<file path="src/hw/rtl/ppba_pkg.sv">
// Shared types, constants and helper functions of the page bitmap allocator.
`default_nettype none

package ppba_pkg;

  localparam int DEF_BITMAP_WORDS = 1024;
  localparam int PAGE_SHIFT       = 12;
  localparam int WORD_SHIFT       = 5;
  localparam int HINT_W           = 11;
  localparam int CFG_W            = 11;
  localparam int PAGE_W           = 21;
  localparam int WIDX_W           = 16;
  localparam int PADDR_W          = 3;

  localparam logic [31:0] ALL_ONES = 32'hFFFF_FFFF;

  localparam logic [1:0] OP_ALLOC  = 2'd0;
  localparam logic [1:0] OP_RANGE  = 2'd1;
  localparam logic [1:0] OP_SINGLE = 2'd2;
  localparam logic [1:0] OP_QUERY  = 2'd3;

  localparam logic REG_WORDS_IN_USE = 1'b0;

  typedef struct packed {
    logic [1:0]  operation;
    logic [31:0] begin_address;
    logic [31:0] end_address;
    logic        mark_reserved;
  } cmd_t;

  typedef struct packed {
    logic [31:0] page_address;
    logic        found;
    logic        page_reserved;
  } rsp_t;

  typedef struct packed {
    logic              we;
    logic [WIDX_W-1:0] waddr;
    logic [31:0]       wdata;
    logic              re;
    logic [WIDX_W-1:0] raddr;
  } ram_req_t;

  // Page number of an address rounded up; the top page rounds to 2^20, not 0.
  function automatic logic [PAGE_W-1:0] page_up(input logic [31:0] addr);
    logic [32:0] sum;
    sum = {1'b0, addr} + 33'd4095;
    return sum[32:PAGE_SHIFT];
  endfunction

  // Index of the lowest clear bit; the word must not be all ones.
  function automatic logic [4:0] lowest_clear(input logic [31:0] word);
    logic [31:0] onehot;
    logic [4:0]  idx;
    onehot = ~word & (word + 32'd1);
    idx = '0;
    for (int k = 0; k < 5; k++) begin
      for (int j = 0; j < 32; j++) begin
        if (((j >> k) & 1) == 1) begin
          idx[k] = idx[k] | onehot[j];
        end
      end
    end
    return idx;
  endfunction

endpackage

`default_nettype wire

</file>
<file path="src/hw/rtl/ppba_engine.sv">
// Command sequencer that clears, then reads, modifies and writes the bitmap words.
`default_nettype none

module ppba_engine #(
  parameter int BITMAP_WORDS = ppba_pkg::DEF_BITMAP_WORDS
) (
  input  wire logic                        clk,
  input  wire logic                        rst,
  input  wire logic                        start,
  input  wire ppba_pkg::cmd_t              cmd,
  output logic                             busy,
  output logic                             done,
  output ppba_pkg::rsp_t                   rsp,
  input  wire logic [ppba_pkg::CFG_W-1:0]  words_in_use,
  output ppba_pkg::ram_req_t               req,
  input  wire logic [31:0]                 rdata
);
  import ppba_pkg::*;

  localparam int AW = (BITMAP_WORDS > 1) ? $clog2(BITMAP_WORDS) : 1;
  localparam logic [WIDX_W:0] BW17 = (WIDX_W + 1)'(BITMAP_WORDS);
  localparam logic [AW-1:0]   LAST_IDX = AW'(BITMAP_WORDS - 1);

  localparam logic [2:0] S_CLEAR = 3'd0;
  localparam logic [2:0] S_IDLE  = 3'd1;
  localparam logic [2:0] S_ALLOC = 3'd2;
  localparam logic [2:0] S_RANGE = 3'd3;
  localparam logic [2:0] S_QUERY = 3'd4;

  logic [2:0]        state, state_next;
  logic [AW-1:0]     clr_idx, clr_idx_next;
  logic [HINT_W-1:0] hint, hint_next;
  logic [WIDX_W-1:0] cur_w, cur_w_next;
  logic [WIDX_W-1:0] first_w, first_w_next;
  logic [WIDX_W-1:0] last_w, last_w_next;
  logic [4:0]        lo, lo_next;
  logic [4:0]        hi, hi_next;
  logic              reserve, reserve_next;
  logic              done_next;
  rsp_t              rsp_next;

  logic [CFG_W-1:0]  size_w;
  logic [PAGE_W-1:0] page_in;
  logic [PAGE_W-1:0] end_pg;
  logic [PAGE_W-1:0] last_pg;
  logic              range_empty;
  logic [WIDX_W-1:0] start_w;
  logic [HINT_W:0]   hint_inc;
  logic [WIDX_W:0]   w_inc;
  logic [4:0]        alloc_bit;
  logic [4:0]        lo_eff, hi_eff;
  logic [31:0]       mask;

  assign busy = (state != S_IDLE);

  // Effective table size is the smaller of the register and the store depth.
  assign size_w = ((WIDX_W + 1)'(words_in_use) < BW17) ? words_in_use : BW17[CFG_W-1:0];

  assign page_in = page_up(cmd.begin_address);
  assign end_pg  = {1'b0, cmd.end_address[31:PAGE_SHIFT]};

  always_comb begin
    if (cmd.operation == OP_RANGE) begin
      range_empty = (page_in >= end_pg);
      last_pg     = end_pg - PAGE_W'(1);
    end else begin
      range_empty = 1'b0;
      last_pg     = page_in;
    end
  end

  assign start_w   = page_in[PAGE_W-1:WORD_SHIFT];
  assign hint_inc  = {1'b0, hint} + (HINT_W + 1)'(1);
  assign w_inc     = {1'b0, cur_w} + (WIDX_W + 1)'(1);
  assign alloc_bit = lowest_clear(rdata);
  assign lo_eff    = (cur_w == first_w) ? lo : 5'd0;
  assign hi_eff    = (cur_w == last_w) ? hi : 5'd31;
  assign mask      = (ALL_ONES >> (5'd31 - hi_eff)) & (ALL_ONES << lo_eff);

  always_comb begin
    state_next   = state;
    clr_idx_next = clr_idx;
    hint_next    = hint;
    cur_w_next   = cur_w;
    first_w_next = first_w;
    last_w_next  = last_w;
    lo_next      = lo;
    hi_next      = hi;
    reserve_next = reserve;
    done_next    = 1'b0;
    rsp_next     = '0;
    req          = '0;

    case (state)
      S_CLEAR: begin
        req.we       = 1'b1;
        req.waddr    = WIDX_W'(clr_idx);
        req.wdata    = ALL_ONES;
        clr_idx_next = clr_idx + AW'(1);
        if (clr_idx == LAST_IDX) begin
          state_next = S_IDLE;
        end
      end

      S_IDLE: begin
        if (start) begin
          case (cmd.operation)
            OP_ALLOC: begin
              if (hint < size_w) begin
                req.re     = 1'b1;
                req.raddr  = WIDX_W'(hint);
                state_next = S_ALLOC;
              end else begin
                done_next = 1'b1;
              end
            end

            OP_RANGE, OP_SINGLE: begin
              reserve_next = cmd.mark_reserved;
              if (range_empty) begin
                done_next = 1'b1;
              end else begin
                // Freeing pulls the hint down to the first freed word.
                if (!cmd.mark_reserved && (start_w < WIDX_W'(hint))) begin
                  hint_next = start_w[HINT_W-1:0];
                end
                first_w_next = start_w;
                cur_w_next   = start_w;
                last_w_next  = last_pg[PAGE_W-1:WORD_SHIFT];
                lo_next      = page_in[4:0];
                hi_next      = last_pg[4:0];
                if ({1'b0, start_w} < BW17) begin
                  req.re     = 1'b1;
                  req.raddr  = start_w;
                  state_next = S_RANGE;
                end else begin
                  done_next = 1'b1;
                end
              end
            end

            default: begin
              if (page_in >= PAGE_W'({size_w, 5'd0})) begin
                done_next = 1'b1;
              end else begin
                req.re     = 1'b1;
                req.raddr  = start_w;
                lo_next    = page_in[4:0];
                state_next = S_QUERY;
              end
            end
          endcase
        end
      end

      S_ALLOC: begin
        if (rdata != ALL_ONES) begin
          req.we                = 1'b1;
          req.waddr             = WIDX_W'(hint);
          req.wdata             = rdata | (32'd1 << alloc_bit);
          done_next             = 1'b1;
          rsp_next.page_address = {4'd0, hint, alloc_bit, 12'd0};
          rsp_next.found        = 1'b1;
          state_next            = S_IDLE;
        end else begin
          // The next word is fetched while this one is judged full.
          hint_next = hint_inc[HINT_W-1:0];
          if (hint_inc < (HINT_W + 1)'(size_w)) begin
            req.re    = 1'b1;
            req.raddr = WIDX_W'(hint_inc);
          end else begin
            done_next  = 1'b1;
            state_next = S_IDLE;
          end
        end
      end

      S_RANGE: begin
        req.we    = 1'b1;
        req.waddr = cur_w;
        req.wdata = reserve ? (rdata | mask) : (rdata & ~mask);
        if ((cur_w == last_w) || (w_inc >= BW17)) begin
          done_next  = 1'b1;
          state_next = S_IDLE;
        end else begin
          cur_w_next = w_inc[WIDX_W-1:0];
          req.re     = 1'b1;
          req.raddr  = w_inc[WIDX_W-1:0];
        end
      end

      S_QUERY: begin
        done_next              = 1'b1;
        rsp_next.page_reserved = rdata[lo];
        state_next             = S_IDLE;
      end

      default: begin
        state_next = S_IDLE;
      end
    endcase
  end

  always_ff @(posedge clk) begin
    if (rst) begin
      state   <= S_CLEAR;
      clr_idx <= '0;
      hint    <= '0;
      done    <= 1'b0;
    end else begin
      state   <= state_next;
      clr_idx <= clr_idx_next;
      hint    <= hint_next;
      done    <= done_next;
    end
  end

  always_ff @(posedge clk) begin
    cur_w   <= cur_w_next;
    first_w <= first_w_next;
    last_w  <= last_w_next;
    lo      <= lo_next;
    hi      <= hi_next;
    reserve <= reserve_next;
    rsp     <= rsp_next;
  end

endmodule

`default_nettype wire

</file>
<file path="config.mk">
export PLATFORM = sky130hd
export DESIGN_NAME = ppba_engine
export DESIGN_NICKNAME = d
export VERILOG_FILES = /design/src/hw/rtl/ppba_pkg.sv /design/src/hw/rtl/ppba_engine.sv
export SDC_FILE = /design/constraint.sdc
export NUM_CORES = 1
export LEC_CHECK = 0
export ABC_AREA = 1
export BUFFER_PORTS_ARGS = -buffer_cell sky130_fd_sc_hd__buf_2
export CAP_MARGIN = 30
export CORE_MARGIN = 2
export CORE_UTILIZATION = 35
export DETAILED_ROUTE_END_ITERATION = 8
export HOLD_SLACK_MARGIN = 0.12
export MAX_ROUTING_LAYER = met4
export PLACE_DENSITY = 0.54
export SLEW_MARGIN = 20
export SYNTH_ARGS = -nofsm -noshare
export SYNTH_HDL_FRONTEND = slang
export SYNTH_SLANG_ARGS = --single-unit
export TNS_END_PERCENT = 30
</file>
<file path="constraint.sdc">
create_clock -name clk -period 8.3 [get_ports clk]
set_input_delay 0.415 -clock clk [delete_from_list [all_inputs] [get_ports clk]]
set_output_delay 0.415 -clock clk [all_outputs]
set_load 0.01 [all_outputs]
</file>
======== Yosys cells after proc, flatten, opt, wreduce, memory -nomap -nowiden ========
Index checks and enable logic that the tools add are counted.
Widths: inputs -> output; s select.
storage, ports and cells
  register bits ........................... 118
  latch bits .............................. 0
  bits in writable memories ............... 0
  bits in read-only memories .............. 0
  input port bits ......................... 113
  output and inout port bits .............. 102
  word-level logic and storage cells ...... 214
  memories kept ........................... 0
cells by class
  add/subtract/negate cells ............... 7
  multipliers ............................. 0
  div/mod/pow operators ................... 0
  magnitude comparators ................... 9
  equal/unequal tests ..................... 26
  shift operators ......................... 3
  mux-type cells .......................... 56
  bitwise logic cells ..................... 84
  reduce and logical (&&, ||, !) cells .... 15
operator list
  cell                    number
  $pmux 49 s3             1
  $mux 17                 8
  $and 32x32->32          3
  $or 1x1->1              75
  $mux 11                 6
  $mux 16                 4
  $not 32->32             2
  $or 32x32->32           2
  $pmux 17 s3             1
  $mux 49                 1
  $pmux 17 s2             1
  $add 32x12->33 const B  1
  $add 32x1->32 const B   1
  $eq 16x16->1            2
  $mux 32                 1
  $ne 32x32->1 const B    1
  $pmux 16 s2             1
  $shl 1x5->32 const A    1
  $shl 32x5->32 const A   1
  $shr 32x5->32 const A   1
  $mux 3                  9
  $pmux 11 s2             1
  $ge 21x16->1            1
  $ge 21x20->1            1
  other kinds (46)        74

======== Logic depth before layout (Yosys ltp) ========
  depth in word-level cells ............... 21
  mapped depth ............................ 27
  depth with buffers taken out ............ 27

======== Worst setup path after synthesis ========
Ideal clock, no wire load.
  path kind ............................... input to register
  from .................................... input port cmd[42] (netlist name)
  to ...................................... register first_w[0], enable pin
  library setup time ...................... 0.432 ns
  data arrival time ....................... 4.101 ns
  required time ........................... 7.868 ns
  setup slack ............................. 3.767 ns
  cell stages on the path ................. 21
  buffers on the path ..................... 0
  cells stage by stage .................... nor2_1 nand2_1 nor2_1 nand2_2 nand3_1 nor3_1 nand3_1 inv_1 or2_2 nand2_1 inv_1 ha_1 nand2_1 o21ai_0 a21oi_1 nand2_1 nand2_1 nand3_1 nand2_1 nand2_1 nor2_1
on the way
  word-level cells in the longest chain between the ends .. 5
RTL lines
  element                            RTL line            source
  start, declared                    ppba_engine.sv:10   input wire ppba_pkg::cmd_t cmd,
  $add 32x12->33                     ppba_pkg.sv:48      sum = {1'b0, addr} + 33'd4095;
  net page_in[11]                    ppba_engine.sv:43   logic [PAGE_W-1:0] page_in;
  $ge 21x20->1                       ppba_engine.sv:64   range_empty = (page_in >= end_pg);
  $mux 1                             ppba_engine.sv:63   if (cmd.operation == OP_RANGE) begin
  $not 1->1 (no source line)         n/a
  $reduce_and 4->1 (no source line)  n/a
  end signal, assigned               ppba_engine.sv:220  first_w <= first_w_next;
  end, declared                      ppba_engine.sv:34   logic [WIDX_W-1:0] first_w, first_w_next;
The timed path passes the listed nets, and every way through them passes these cells.
A chain may end at the register's enable or synchronous reset.

==> results by group <==
Outcome
  – Outcome: finished, final reports clean

Floorplanning
  – I/O Pins: 215
  – Die ar.: about 0.033 sq mm
  – Die height: ~180 um
  – Row count: 64
  – Initial core utilization: 0.3578
  – Die W: 181.3 um
  – Core footprint: 0.03075 sq mm

Place
  – Final HPWL DP: 34.63 mm
  – Area after DPL: 0.01222 sq mm
  – Global placement routability congestion: between 0.9 and 1
  – Port bufs: around 180

STA
  – Final period utilization: 0.6021
  – Fin. Hold Viols: 0
  – Min cycle time layout: 4.998 ns
  – RSZ-0062 raised after global routing: false
  – Clock Skew: 0.01049 ns
  – Worst Max-Slew Pin Slew: 0.8797 ns
  – Worst hold slack: slightly above 0.3 ns
  – Final setup fails: 0
  – Max Freq: ~0.2 GHz
  – Slew headroom: 0.4116
  – Setup TNS: 0 ns
  – Slew Viols, Final: 0

Power
  – Comb pwr share: 0.494
  – Net Switching: about 1000 uW
  – P_int: about 1200 uW
  – Power per Cell Area: around 180 mW/mm^2
  – Clock Power Share: 0.195
  – Seq pwr share: 0.312
  – Standby leakage power: ~0.0059 uW
  – Worst VDD drop: 0.1026 mV
  – Sw Share: 0.4578

CTS
  – CTS Buf Count: 9
  – CTS tree: built
  – Clk_lat worst skew: roughly 0.37 ns
  – Clock sink count: roughly 100
  – Post-cts resize count: 0
  – H-tree levels: 3
  – Cts hold-fix bufs: 0
  – Reg clk slew, reported paths: ~0.08 ns
  – Clk buf depth: 2
  – Setup Fix Bufs, Post-CTS: 0
  – CTS Root Cell: clkbuf_16

Global routing
  – Vias in the first global route: approximately 11000
  – Pin count of the biggest net entering global routing: 58
  – First-pass GRT wire length: 65.12 mm
  – GRT Resource Usage Total: 0.2621
  – Congestion Overflow GR: 0
  – Antenna violations before repair: 1

Route
  – # DRC: 0
  – Final ANT Viol Nets: 0
  – 1st-iter DRT viols: between 1000 and 1500
  – DRT Pass-1 Iters: 6
  – DR vias/cell: around 5.3
  – Vias after detailed routing: roughly 12000
  – DR WL/cell: 18.50 um
  – Post-Route WL: between 40 and 50 mm

Cells and area
  – # nets final: 2077
  – Layout cells sized above 1: 0.1411
  – # fillers: 3436
  – Most frequent cells in the layout: 387 x nand2_1, 232 x inv_1, 202 x nor2_1
  – Fin area: between 0.01 and 0.015 sq mm
  – Most common cell after layout, fill and taps aside: nand2_1
  – Area Growth Syn to Fin: 14.20%

Logic synthesis
  – Mapped Area: roughly 0.011 sq mm
  – Distinct cells, synth: 56
  – Compound-gate portion of the synthesized area: 0.1610
  – Post-synthesis adder-cell area fraction: 0.07847
  – Mux contribution to synthesized area: 0
  – Warning count from the yosys run: 0
  – Largest family of logic cells by synthesized area: simple AND/OR/NAND/NOR gates
  – Synthesized instance count: between 1500 and 2000
  – Simple-gate portion of the synthesized area: 0.3618
  – Synthesis-stage register bit count: 102
  – Sequential area share after synthesis: 0.2393
  – Post-synthesis average cell area: 6.305 sq um
  – Post-Synth XOR/XNOR Area: 0.04060

Setup path
  – CP max stage cell: ha_1
  – Crit path top cell by count: nand2_1
  – Startpoint types: input pin
  – Worst endpoint data arrival time: between 4 and 5 ns
  – Worst-path maximum fanout: 10
  – Critical path type: input pin to output port
  – CP max stage delay: about 0.36 ns
  – CP endpoint kind: output port
  – Critical path required time: approximately 7.9 ns

Job
  – Max-cap violations: 0

Worst hold path
  – Hold Crit Class: input pin to flip-flop
==> layer usage <==
metal / up-vias / track usage / wire [um]
li1: 6093 / - / -
met3: 70 / 0.02499 / 2321
met5: - / - / 0
met2: 448 / 0.4360 / 20030
met4: 0 / 0.08293 / 1115
met1: 5651 / 0.3358 / 19020
==> worst paths after layout <==
check	from	to	slack, ns	cells past startpoint
worst max-delay path	cmd[42]	req[16]	3.30	25
worst min-delay path	cmd[0]	reserve	0.30	1
worst max register to register	hint[0]	done	4.63	20
worst min register to register	clr_idx[9]	clr_idx[9]	0.51	2
==> synthesized netlist by cell type, drive strengths merged <==
library cell	count	area (sq um)
nand3	151	765.7
o311ai	2	17.52
o21bai	4	30.03
a31o	1	8.760
or3	1	6.260
a21oi	88	440.4
ha	69	863.3
a221o	9	90.09
or2	11	68.82
buf	35	231.5
and2	2	12.51
nand4	41	262.8
a21boi	2	15.01
a211oi	5	37.54
o221ai	3	26.28
inv	236	885.9
o22ai	9	56.30
nor3b	1	7.510
nand3b	5	37.54
conb	1	3.750
o211ai	26	200.2
o21a	2	15.01
a31oi	20	125.1
nor3	49	297.8
o31ai	3	22.52
and3	3	18.77
dfxtp	43	860.8
edfxtp	59	1772
clkbuf	39	146.4
nor2	218	879.6
a22oi	1	7.510
xnor2	29	254.0
o21ai	134	670.6
clkinv	10	40.04
a41oi	1	8.760
xor2	22	192.7
nand2	398	1541
nor4	12	81.33
==> power groups by stage <==
stage / Sequential (uW) / Combinational [uW] / Clock, uW
2_1_floorplan: 685 / 733 / 0
3_3_place_gp: 723 / 1100 / 0
3_5_place_dp: 725 / 1110 / 0
4_1_cts: 713 / 1120 / 460
5_1_grt: 726 / 1270 / 476
6_report: 714 / 1130 / 446
==> cell families after synthesis <==
family                   after synthesis
buffers and inverters                320
AO/OA/AOI/OAI                        310
other                                  1
XOR/XNOR                              51
adder cells (fa/ha/maj)               69
AND/OR/NAND/NOR                      892
flip-flops                           102
==> worst max-delay path: cells and delay by family <==
kind	cells	cell delay, ns
AND/OR/NAND/NOR	19	3.10
buffers and inverters	5	0.69
adder cells (fa/ha/maj)	1	0.36
==> area by class of cell <==
type | instances | area (sq um) | share of cell area
Antenna cell | 1 | 2.502 | 0.0001992
Clock buffer | 11 | 264.0 | 0.02101
Clock inverter | 5 | 43.79 | 0.003485
Inverter | 246 | 925.9 | 0.07369
Multi-Input combinational cell | 1343 | 7164 | 0.5702
Sequential cell | 102 | 2633 | 0.2095
Tap cell | 396 | 495.5 | 0.03943
Timing Repair Buffer | 193 | 1036 | 0.08245
==> per-stage QoR <==
step / utilization / worst slack [ns] / std cells / total power (uW)
2_1_floorplan: - / 3.767 / 1765 / 1419
3_3_place_gp: 0.3965 / 3.368 / 2277 / 1822
6_report: 0.4086 / 3.302 / 2297 / 2292
5_1_grt: 0.4086 / 2.909 / 2297 / 2467
4_1_cts: 0.4074 / 3.311 / 2294 / 2290
3_5_place_dp: 0.3974 / 3.329 / 2278 / 1838
==> sequential cells by signal, summed over array words and instances, names as in the netlist <==
signal	count
hint	11
hi	5
rsp	18
last_w	16
first_w	16
reserve	1
cur_w	16
clr_idx	10
state	3
lo	5
done	1
Note: power is estimated with default switching activity, not from simulation.
