[config.mk]
export PLATFORM = sky130hd
export DESIGN_NAME = ppba_cfg
export DESIGN_NICKNAME = d
export VERILOG_FILES = /design/src/hw/rtl/ppba_pkg.sv /design/src/hw/rtl/ppba_cfg.sv
export SDC_FILE = /design/constraint.sdc
export NUM_CORES = 1
export LEC_CHECK = 0
export ABC_AREA = 1
export BUFFER_PORTS_ARGS = -buffer_cell sky130_fd_sc_hd__buf_2
export CORE_MARGIN = 5
export CORE_UTILIZATION = 30
export CTS_CLUSTER_SIZE = 20
export DETAILED_ROUTE_END_ITERATION = 10
export PLACE_DENSITY = 0.77
export SYNTH_ARGS = -nofsm -noshare
export SYNTH_HDL_FRONTEND = slang
export SYNTH_SLANG_ARGS = --single-unit
export TNS_END_PERCENT = 1
[constraint.sdc]
create_clock -name clk -period 0.8 [get_ports clk]
set_input_delay 0.24 -clock clk [delete_from_list [all_inputs] [get_ports clk]]
set_output_delay 0.24 -clock clk [all_outputs]
set_load 0.005 [all_outputs]
[src/hw/rtl/ppba_pkg.sv]
// Shared types, constants and helper functions of the page bitmap allocator.
`default_nettype none

package ppba_pkg;

  localparam int DEF_BITMAP_WORDS = 1024;
  localparam int PAGE_SHIFT       = 12;
  localparam int WORD_SHIFT       = 5;
  localparam int HINT_W           = 11;
  localparam int CFG_W            = 11;
  localparam int PAGE_W           = 21;
  localparam int WIDX_W           = 16;
  localparam int PADDR_W          = 3;

  localparam logic [31:0] ALL_ONES = 32'hFFFF_FFFF;

  localparam logic [1:0] OP_ALLOC  = 2'd0;
  localparam logic [1:0] OP_RANGE  = 2'd1;
  localparam logic [1:0] OP_SINGLE = 2'd2;
  localparam logic [1:0] OP_QUERY  = 2'd3;

  localparam logic REG_WORDS_IN_USE = 1'b0;

  typedef struct packed {
    logic [1:0]  operation;
    logic [31:0] begin_address;
    logic [31:0] end_address;
    logic        mark_reserved;
  } cmd_t;

  typedef struct packed {
    logic [31:0] page_address;
    logic        found;
    logic        page_reserved;
  } rsp_t;

  typedef struct packed {
    logic              we;
    logic [WIDX_W-1:0] waddr;
    logic [31:0]       wdata;
    logic              re;
    logic [WIDX_W-1:0] raddr;
  } ram_req_t;

  // Page number of an address rounded up; the top page rounds to 2^20, not 0.
  function automatic logic [PAGE_W-1:0] page_up(input logic [31:0] addr);
    logic [32:0] sum;
    sum = {1'b0, addr} + 33'd4095;
    return sum[32:PAGE_SHIFT];
  endfunction

  // Index of the lowest clear bit; the word must not be all ones.
  function automatic logic [4:0] lowest_clear(input logic [31:0] word);
    logic [31:0] onehot;
    logic [4:0]  idx;
    onehot = ~word & (word + 32'd1);
    idx = '0;
    for (int k = 0; k < 5; k++) begin
      for (int j = 0; j < 32; j++) begin
        if (((j >> k) & 1) == 1) begin
          idx[k] = idx[k] | onehot[j];
        end
      end
    end
    return idx;
  endfunction

endpackage

`default_nettype wire

[src/hw/rtl/ppba_cfg.sv]
// APB register slave holding the number of bitmap words in use.
`default_nettype none

module ppba_cfg (
  input  wire logic                           clk,
  input  wire logic                           rst,
  input  wire logic                           psel,
  input  wire logic                           penable,
  input  wire logic                           pwrite,
  input  wire logic [ppba_pkg::PADDR_W-1:0]   paddr,
  input  wire logic [31:0]                    pwdata,
  output logic [31:0]                         prdata,
  output logic                                pready,
  output logic [ppba_pkg::CFG_W-1:0]          words_in_use
);
  import ppba_pkg::*;

  logic sel_words;

  assign sel_words = (paddr[PADDR_W-1:2] == REG_WORDS_IN_USE);
  assign pready    = 1'b1;

  always_ff @(posedge clk) begin
    if (rst) begin
      words_in_use <= '0;
    end else if (psel && penable && pwrite && sel_words) begin
      words_in_use <= pwdata[CFG_W-1:0];
    end
  end

  assign prdata = sel_words ? {{(32 - CFG_W){1'b0}}, words_in_use} : 32'd0;

endmodule

`default_nettype wire

# Yosys cells after proc, flatten, opt, wreduce, memory -nomap -nowiden
# Index checks and enable logic that the tools add are counted.
[classes]
reduce_logical = 3
mux = 1
bitwise = 1
[op_table]
columns = ["op", "count"]
rows = [
  ["2-to-1 mux 11 bit", 1],
  ["logical AND 1 bit", 3],
  ["inverter 1 bit", 1],
]
[word_totals]
input_bits = 40
out_inout_bits = 44
elab_cells = 6
register_bits = 11

# Depth between registers and ports, before layout
# Gate-level depths: netlist of the first run.
[logic_depth]
depth_word = 3
ltp_mapped = 6
ltp_nobuf = 5

# Worst setup path before layout of the first run
# No wires, ideal clock.
[synth_timing]
path_type = "input port to flip-flop"
from = "input pwrite"
to = "register words_in_use[0] (netlist name)"
arrival_ns = 0.692
path_stages = 6
setup_time_ns = 0.113
t_required_ns = 0.687
path_slack_ns = -0.005
path_buffers = 1
cell_sequence = "nand2_1 inv_1 buf_2 nand3_1 nand2_1 nor2_1"
[synth_between]
elab_chain_cells = 2
[synth_lines]
columns = ["element", "line_no", "text"]
rows = [
  ["from (decl)", "ppba_cfg.sv:9", "input wire logic pwrite,"],
  ["logical AND 1 bit (2 in series)", "ppba_cfg.sv:26", "end else if (psel && penable && pwrite && sel_words) begin"],
  ["to (signal assigned)", "ppba_cfg.sv:27", "words_in_use <= pwdata[CFG_W-1:0];"],
  ["to (decl)", "ppba_cfg.sv:14", "output logic [ppba_pkg::CFG_W-1:0] words_in_use"],
]
# Every way passes these cells.
# A chain may end at the register's enable or synchronous reset.

# Worst setup path after layout of the first run
[layout_timing]
from = "register words_in_use[3] (netlist name)"
to = "output prdata[3]"
[layout_between]
elab_chain_cells = 1
[layout_lines]
columns = ["element", "line_no", "text"]
rows = [
  ["2-to-1 mux 11 bit", "ppba_cfg.sv:31", "assign prdata = sel_words ? {{(32 - CFG_W){1'b0}}, words_in_use} : 32'd0;"],
  ["to (decl)", "ppba_cfg.sv:12", "output logic [31:0] prdata,"],
]
# Every way passes these cells.

==> metrics.yaml, run 1 <==
grt_max_degree: 12
antenna_found_initial: 0
largest_reg_flops: 11
layout.cells.non_filler: 197
mostFrequentLayoutCells: "buf_2, nor2_1, inv_1"
die_width_microns: 60.4
path_class: "flop to primary output"
dr.pass1.iters: 4
netlist_instances: 125
post_synth_and_or_nand_nor_area_fraction_pct: 31.2
drcViolationCount: 0
max_stage_delay_ps: 330
post_cts_buffers: 0
fin_hold_ws_ps: 278
skew_ps: 0
die_h_microns: 60.4
cp.required_ps: 560
via_per_inst: 3.64
wl_per_cell_microns: 8.56
nNetsFinal: 208
grt_remaining_overflow: 0
synth_cell_type_count: 11
crit_chain: "inv_1, nor2_1, buf_2"
crit_path_max_fanout: 3
drive_gt1_share_pct: 37.7
cts_hold_buf: 0
postSynthAreaPerCell_sq_um: 6.10
initial_core_util_pct: 31.0
post-dp-hpwl_microns: 1410
synth-xor-area-share_pct: 0
syn_area_sq_um: 762
rows: 18
violations: "negative setup slack"
place.gp.congestion: 0.722
area_delta_synth_final_pct: 27.8
fin_crit_sh_pct: 134
min-delay-path-class: "input port to flop"
clock_sinks: 11
cts_tree: "done"
synth_top_family_by_area: "buffers and inverters"
ir_worst_vdd_mv: 0.494
rr_worst_depth: 2
hold_viol_final: 0
yosysWarningCount: 0
synth_compound_area_share_pct: 0
setup.worst_path.start_class: "flop"
p_per_area_nw_per_um2: 1240
grt_usage_pct: 9.59
core_sq_um: 2450
synth_seq_area_share_pct: 28.9
drv_slew: 0
fmax_mhz: 932
root_buffer: "clkbuf_4"
p_leak_nw: 0.600
grt_pass1_vias: 595
die_area_sq_um: 3650
crit_slowest_cell: "dfxtp_2"
holdPathStages: 5
drt_iter0_drc: 11
io_buffers: 38
finalPower_mw: 1.20
diodes: 0
routed_wl_microns: 1690
layout_commonest_cell: "buf_2"
placedCellCount: 193
drtAntennaViolNets: 0
max_flop_register: "words_in_use"
setup_viol: 22
clkLatencyLatePin_ps: 260
reg.largest.list: "words_in_use: 11 flops"
period_minus_slack_ps: 1070
cts_buffer_depth: 2
vias: 717
crit_arrival_ps: 830
ys_ff_latch: 11
cap_violations: 0
synthAdderAreaFrac_pct: 0
rsz0062_at_grt: "true"
cp-end-kind: "primary output"
fillers: 286
ios: 84
htree_num_levels: 1
clkTransAtPathRegs_ps: 70
fin_ws_ps: -273
synthMuxAreaShare_pct: 0
grt_pass1_wl_microns: 2500
cts_buffers: 3
status: "complete, but fails checks"
## critical path: cells and delay by family (launching register included)
family                 cells  cell delay (ps)
AND/OR/NAND/NOR            1               80
flip-flops                 1              330
buffers and inverters      2              160
## routing by layer
| metal | GRT usage, % | share of wire [%] | up-vias |
|---|---|---|---|
| met5 | 0 | 0 | - |
| met4 | 6.65 | 1.5 | 0 |
| met3 | 2.77 | 10 | 2 |
| met2 | 15.6 | 52 | 33 |
| met1 | 10.8 | 37 | 288 |
| li1 | - | - | 394 |
## stage by stage
| step | utilization (%) | cell area [sq um] | setup WS, ps | TNS, ps |
|---|---|---|---|---|
| after floorplan | - | 840 | 23.0 | 0 |
| after global placement | 37.9 | 931 | -203 | -3900 |
| after detailed placement | 37.9 | 931 | -215 | -4020 |
| after CTS | 39.6 | 971 | -288 | -4840 |
| after global routing | 39.7 | 973 | -362 | -6030 |
| final | 39.7 | 973 | -273 | -4520 |
## Yosys cell counts, drive strengths merged
cell type,count,share of area [%]
buf,27,26
dfxtp,11,29
inv,26,13
conb,2,0.99
nor2,35,18
nand3,11,7.2
nand2,13,6.4
## power by group
part | switching (mW) | total, mW | internal [mW]
logic | 0.129 | 0.234 | 0.106
clock network | 0.194 | 0.387 | 0.193
registers | 0.0128 | 0.583 | 0.570
total | 0.336 | 1.20 | 0.868
## timing repair
action                     CTS  global route
hold endpoints to repair     0             0
resized for setup           11             2
pin swaps                    0             1
setup endpoints to repair   22            28
## cell families after synthesis
group | count (synthesis)
buffers and inverters | 53
DFF | 11
other | 2
and+or+nand+nor | 59
## worst paths after layout
kind | end | startpoint | slack, ps
worst min-delay path | words_in_use[1] | pwdata[1] | 280
worst max-delay path | prdata[3] | words_in_use[3] | -270
worst max register to register | words_in_use[0] | words_in_use[0] | 220
worst min register to register | words_in_use[1] | words_in_use[1] | 480
## cell type report
class                           count  area (sq um)  share of cell area (%)
Inverter                           26          97.6                    10.0
Timing Repair Buffer               45           255                    26.2
Tap cell                           30          37.5                    3.86
Multi-Input combinational cell     81           323                    33.2
Clock buffer                        4          26.3                    2.70
Sequential cell                    11           234                    24.0
Power figures use the tool's default switching activity.
==> inputs of run 2 (changes only) <==
SKIP_CTS_REPAIR_TIMING = 1   (was unset)
==> run 2 against run 1 <==
  * The run still ends with negative setup slack left
  * Setup slack is the same
  * Power did not move
  * Via count unchanged
  * Utilization stayed put
  * Cell count unchanged
  * Clock power about the same
==> metrics.yaml, run 2 (synthesis gave the netlist of run 1 again) <==
path_class: "flop to primary output"
layout_commonest_cell: "buf_2"
grt_pass1_wl_microns: 2460
crit_chain: "inv_1, nor2_1, buf_2"
nNetsFinal: 208
status: "complete, but fails checks"
place.gp.congestion: 0.722
hold_path_end: "words_in_use[1]"
drv_slew: 0
reg2reg_to: "words_in_use[0]"
ios: 84
mostFrequentLayoutCells: "buf_2, nor2_1, inv_1"
crit_buf_inv: 2
r2r-start: "words_in_use[0]"
core_sq_um: 2450
clkLatencyLatePin_ps: 260
die_width_microns: 60.4
largest_reg_flops: 11
reg.largest.list: "words_in_use: 11 flops"
fillers: 286
root_buffer: "clkbuf_4"
area_delta_synth_final_pct: 27.8
period_minus_slack_ps: 1070
cap_violations: 0
initial_core_util_pct: 31.0
crit_path_max_fanout: 3
hold_viol_final: 0
holdPathStages: 5
setup.worst_path.start_class: "flop"
wl_met1_microns: 616
p_per_area_nw_per_um2: 1240
dr.pass1.iters: 4
crit_slowest_cell: "dfxtp_2"
rows: 18
drtAntennaViolNets: 0
hp-start: "pwdata[1]"
wl_met3_microns: 170
clkTransAtPathRegs_ps: 70
io_buffers: 38
fmax_mhz: 932
max_flop_register: "words_in_use"
final_util_pct: 39.7
post-dp-hpwl_microns: 1410
rsz0062_at_grt: "true"
via_per_inst: 3.64
max_stage_delay_ps: 330
die_h_microns: 60.4
min-delay-path-class: "input port to flop"
fin_ws_ps: -273
cts_buffers: 3
grt_max_degree: 12
skew_ps: 0
rr_worst_depth: 2
clock_sinks: 11
ff2ff_setup_slack_ps: 220
grt_pass1_vias: 587
grt_remaining_overflow: 0
diodes: 0
vias: 717
cp_top_family: "flip-flops"
setup-tns-final_ps: -4520
drt_iter0_drc: 11
wl_per_cell_microns: 8.56
antenna_found_initial: 0
grt_usage_pct: 9.46
fin_crit_sh_pct: 134
ir_worst_vdd_mv: 0.494
setup_viol: 22
drive_gt1_share_pct: 37.7
crit_arrival_ps: 830
wl_met2_microns: 875
die_area_sq_um: 3650
finalPower_mw: 1.20
p_leak_nw: 0.600
dp_slack_ps: -215
cts_tree: "done"
cp.required_ps: 560
routed.top_layer: "met4"
cp-end-kind: "primary output"
htree_num_levels: 1
design_area_sq_um: 973
dpl_cell_area_sq_um: 931
cts_buffer_depth: 2
violations: "negative setup slack"
routed_wl_microns: 1690
drcViolationCount: 0
[run 2: cell counts in the layout (fill, tap and decap cells not counted)]
No cell type changed its count.
[run 2: stage by stage]
| step | cells | hold slack, ps |
|---|---|---|
| after floorplan | 145 | 392 |
| after global placement | 193 | 477 |
| after detailed placement | 193 | 488 |
| after CTS | 197 | 272 |
| after global routing | 197 | 284 |
| final | 197 | 278 |
[run 2: worst max-delay path by stage]
| stage | start | endpoint | cells past startpoint |
|---|---|---|---|
| 2_1_floorplan | psel | words_in_use[0] | 6 |
| 3_5_place_dp | pwrite | words_in_use[0] | 6 |
| 4_1_cts | words_in_use[9] | prdata[9] | 3 |
| 6_report | words_in_use[3] | prdata[3] | 3 |
| 3_3_place_gp | pwrite | words_in_use[0] | 6 |
| 5_1_grt | words_in_use[9] | prdata[9] | 3 |
[run 2: layer usage]
| layer | GRT usage, % | vias to the layer above |
|---|---|---|
| met1 | 10.8 | 288 |
| li1 | - | 394 |
| met4 | 6.65 | 0 |
| met5 | 0 | - |
| met3 | 2.77 | 2 |
| met2 | 15.1 | 33 |
[run 2: tightest hold or removal path, stage by stage]
cell	delay, ps
buf_2	70
inv_1	30
nand3_1	60
nand2_1	40
nor2_1	60
[run 2: cell type report]
| type | instances | area [sq um] | share of cell area (%) |
|---|---|---|---|
| multi-input combinational | 81 | 323 | 33.2 |
| timing repair buffer | 45 | 255 | 26.2 |
| sequential | 11 | 234 | 24.0 |
| inverter | 26 | 97.6 | 10.0 |
| tap | 30 | 37.5 | 3.86 |
| clock buffer | 4 | 26.3 | 2.70 |
[run 2: report_power, final]
part | internal, mW | switching (mW)
Combinational | 0.106 | 0.129
Clock | 0.193 | 0.194
Sequential | 0.570 | 0.0128
Total | 0.868 | 0.336
==> inputs of run 3 (changes only) <==
CORE_MARGIN = 2   (was 5)
REMOVE_ABC_BUFFERS = 1   (was unset)
==> run 3 against run 2 <==
  * The run still ends with negative setup slack left
  * Register-to-register slack got worse by 120 ps
  * Count of clock-buffer cells in the layout is the same
  * Sequential share of layout area increased by 0.31 points
  * Maximum frequency shrank 0.55%
  * Cell count decreased by 1.0%
  * Flip-flop and latch count unchanged
  * Combinational power fell by 3%
  * Non-clock buffer count shrank 2
  * Power shrank 2.2%
  * Critical endpoint is now prdata[8]
==> metrics.yaml, run 3 (synthesis gave the netlist of run 1 again) <==
fmax_mhz: 927
core_sq_um: 2430
setup.worst_path.start_class: "flop"
wl_per_cell_microns: 7.56
crit_buf_inv: 2
max_stage_delay_ps: 350
p_per_area_nw_per_um2: 1230
cp-end-kind: "primary output"
p_seq_share_pct: 49.6
cts_tree: "done"
root_buffer: "clkbuf_4"
die_area_sq_um: 2960
grt_max_degree: 12
path_class: "flop to primary output"
clkLatencyLatePin_ps: 260
comb_power_share_pct: 19.3
drt_iter0_drc: 5
via_per_inst: 3.61
cts_buffers: 3
nNetsFinal: 206
fillers: 289
largest_reg_flops: 11
crit_path_max_fanout: 3
grt_usage_pct: 9.72
skew_ps: 0
grt_remaining_overflow: 0
multi_input_area_sq_um: 325
power.switching_mw: 0.314
place.gp.congestion: 0.674
antenna_found_initial: 0
routed_wl_microns: 1470
crit_slowest_cell: "dfxtp_2"
design_area_sq_um: 961
dp_slack_ps: -269
reg.largest.list: "words_in_use: 11 flops"
ir_worst_vdd_mv: 0.556
layout.cells.non_filler: 195
p_leak_nw: 0.588
cp_top_family: "flip-flops"
violations: "negative setup slack"
status: "complete, but fails checks"
area_delta_synth_final_pct: 26.1
fin_crit_sh_pct: 135
die_h_microns: 54.4
initial_core_util_pct: 31.3
p_int_mw: 0.864
cp.required_ps: 560
die_width_microns: 54.4
post-dp-hpwl_microns: 1180
rsz0062_at_grt: "true"
io_buffers: 38
clkTransAtPathRegs_ps: 70
clock_sinks: 11
setup-tns-final_ps: -4340
cap_violations: 0
grt_pass1_vias: 501
seq_area_sq_um: 234
max_flop_register: "words_in_use"
setup_viol: 22
vias: 704
htree_num_levels: 1
drive_gt1_share_pct: 38.2
hold_viol_final: 0
diodes: 0
dpl_cell_area_sq_um: 908
ios: 84
crit_chain: "inv_2, nor2_2, buf_2"
dr.pass1.iters: 4
period_minus_slack_ps: 1080
drcViolationCount: 0
grt_pass1_wl_microns: 2100
fin_ws_ps: -279
clock_power_share_pct: 31.0
crit_arrival_ps: 840
min-delay-path-class: "input port to flop"
placedCellCount: 190
rows: 18
layout_commonest_cell: "buf_2"
drv_slew: 0
cts_buffer_depth: 2
mostFrequentLayoutCells: "buf_2, nor2_1, inv_1"
swShare_pct: 26.6
drtAntennaViolNets: 0
-- run 3: path summary, 6_finish.rpt --
kind | start | endpoint | slack, ps | depth (start not counted)
hold / removal | pwdata[10] | words_in_use[10] | 290 | 5
hold reg to reg | words_in_use[0] | words_in_use[0] | 480 | 2
setup / recovery | words_in_use[8] | prdata[8] | -280 | 3
setup reg to reg | words_in_use[8] | words_in_use[8] | 100 | 3
-- run 3: stage by stage --
step	power, mW	hold WS, ps	utilization, %
2_1_floorplan	0.702	462	-
3_3_place_gp	0.816	487	37.3
3_5_place_dp	0.817	490	37.3
4_1_cts	1.18	288	38.4
5_1_grt	1.28	313	39.5
6_report	1.18	289	39.5
-- run 3: worst min-delay path, delay by kind of cell --
family | cells | cell delay [ps]
simple gates | 3 | 170
buf+inv | 2 | 100
-- run 3: area by class of cell --
cell class              count  share of cell area (%)
clock buffers               4                    2.73
inverters                  26                    10.2
multi-input cells          81                    33.9
flip-flops and latches     11                    24.3
well taps                  30                    3.91
repair buffers             43                    25.0
-- run 3: power by group through the flow --
stage / combinational (mW) / sequential (mW) / clock (mW)
6_report: 0.228 / 0.584 / 0.366
4_1_cts: 0.225 / 0.580 / 0.374
3_5_place_dp: 0.224 / 0.593 / 0
3_3_place_gp: 0.223 / 0.593 / 0
5_1_grt: 0.272 / 0.586 / 0.419
2_1_floorplan: 0.109 / 0.594 / 0
-- run 3: per-layer routing --
layer / up-vias / GRT usage [%] / part of all wire [%]
met5: - / 0 / 0
met4: 0 / 3.75 / 1.5
met3: 2 / 1.64 / 6.4
met2: 29 / 17.3 / 55
met1: 284 / 11.5 / 37
li1: 389 / - / -
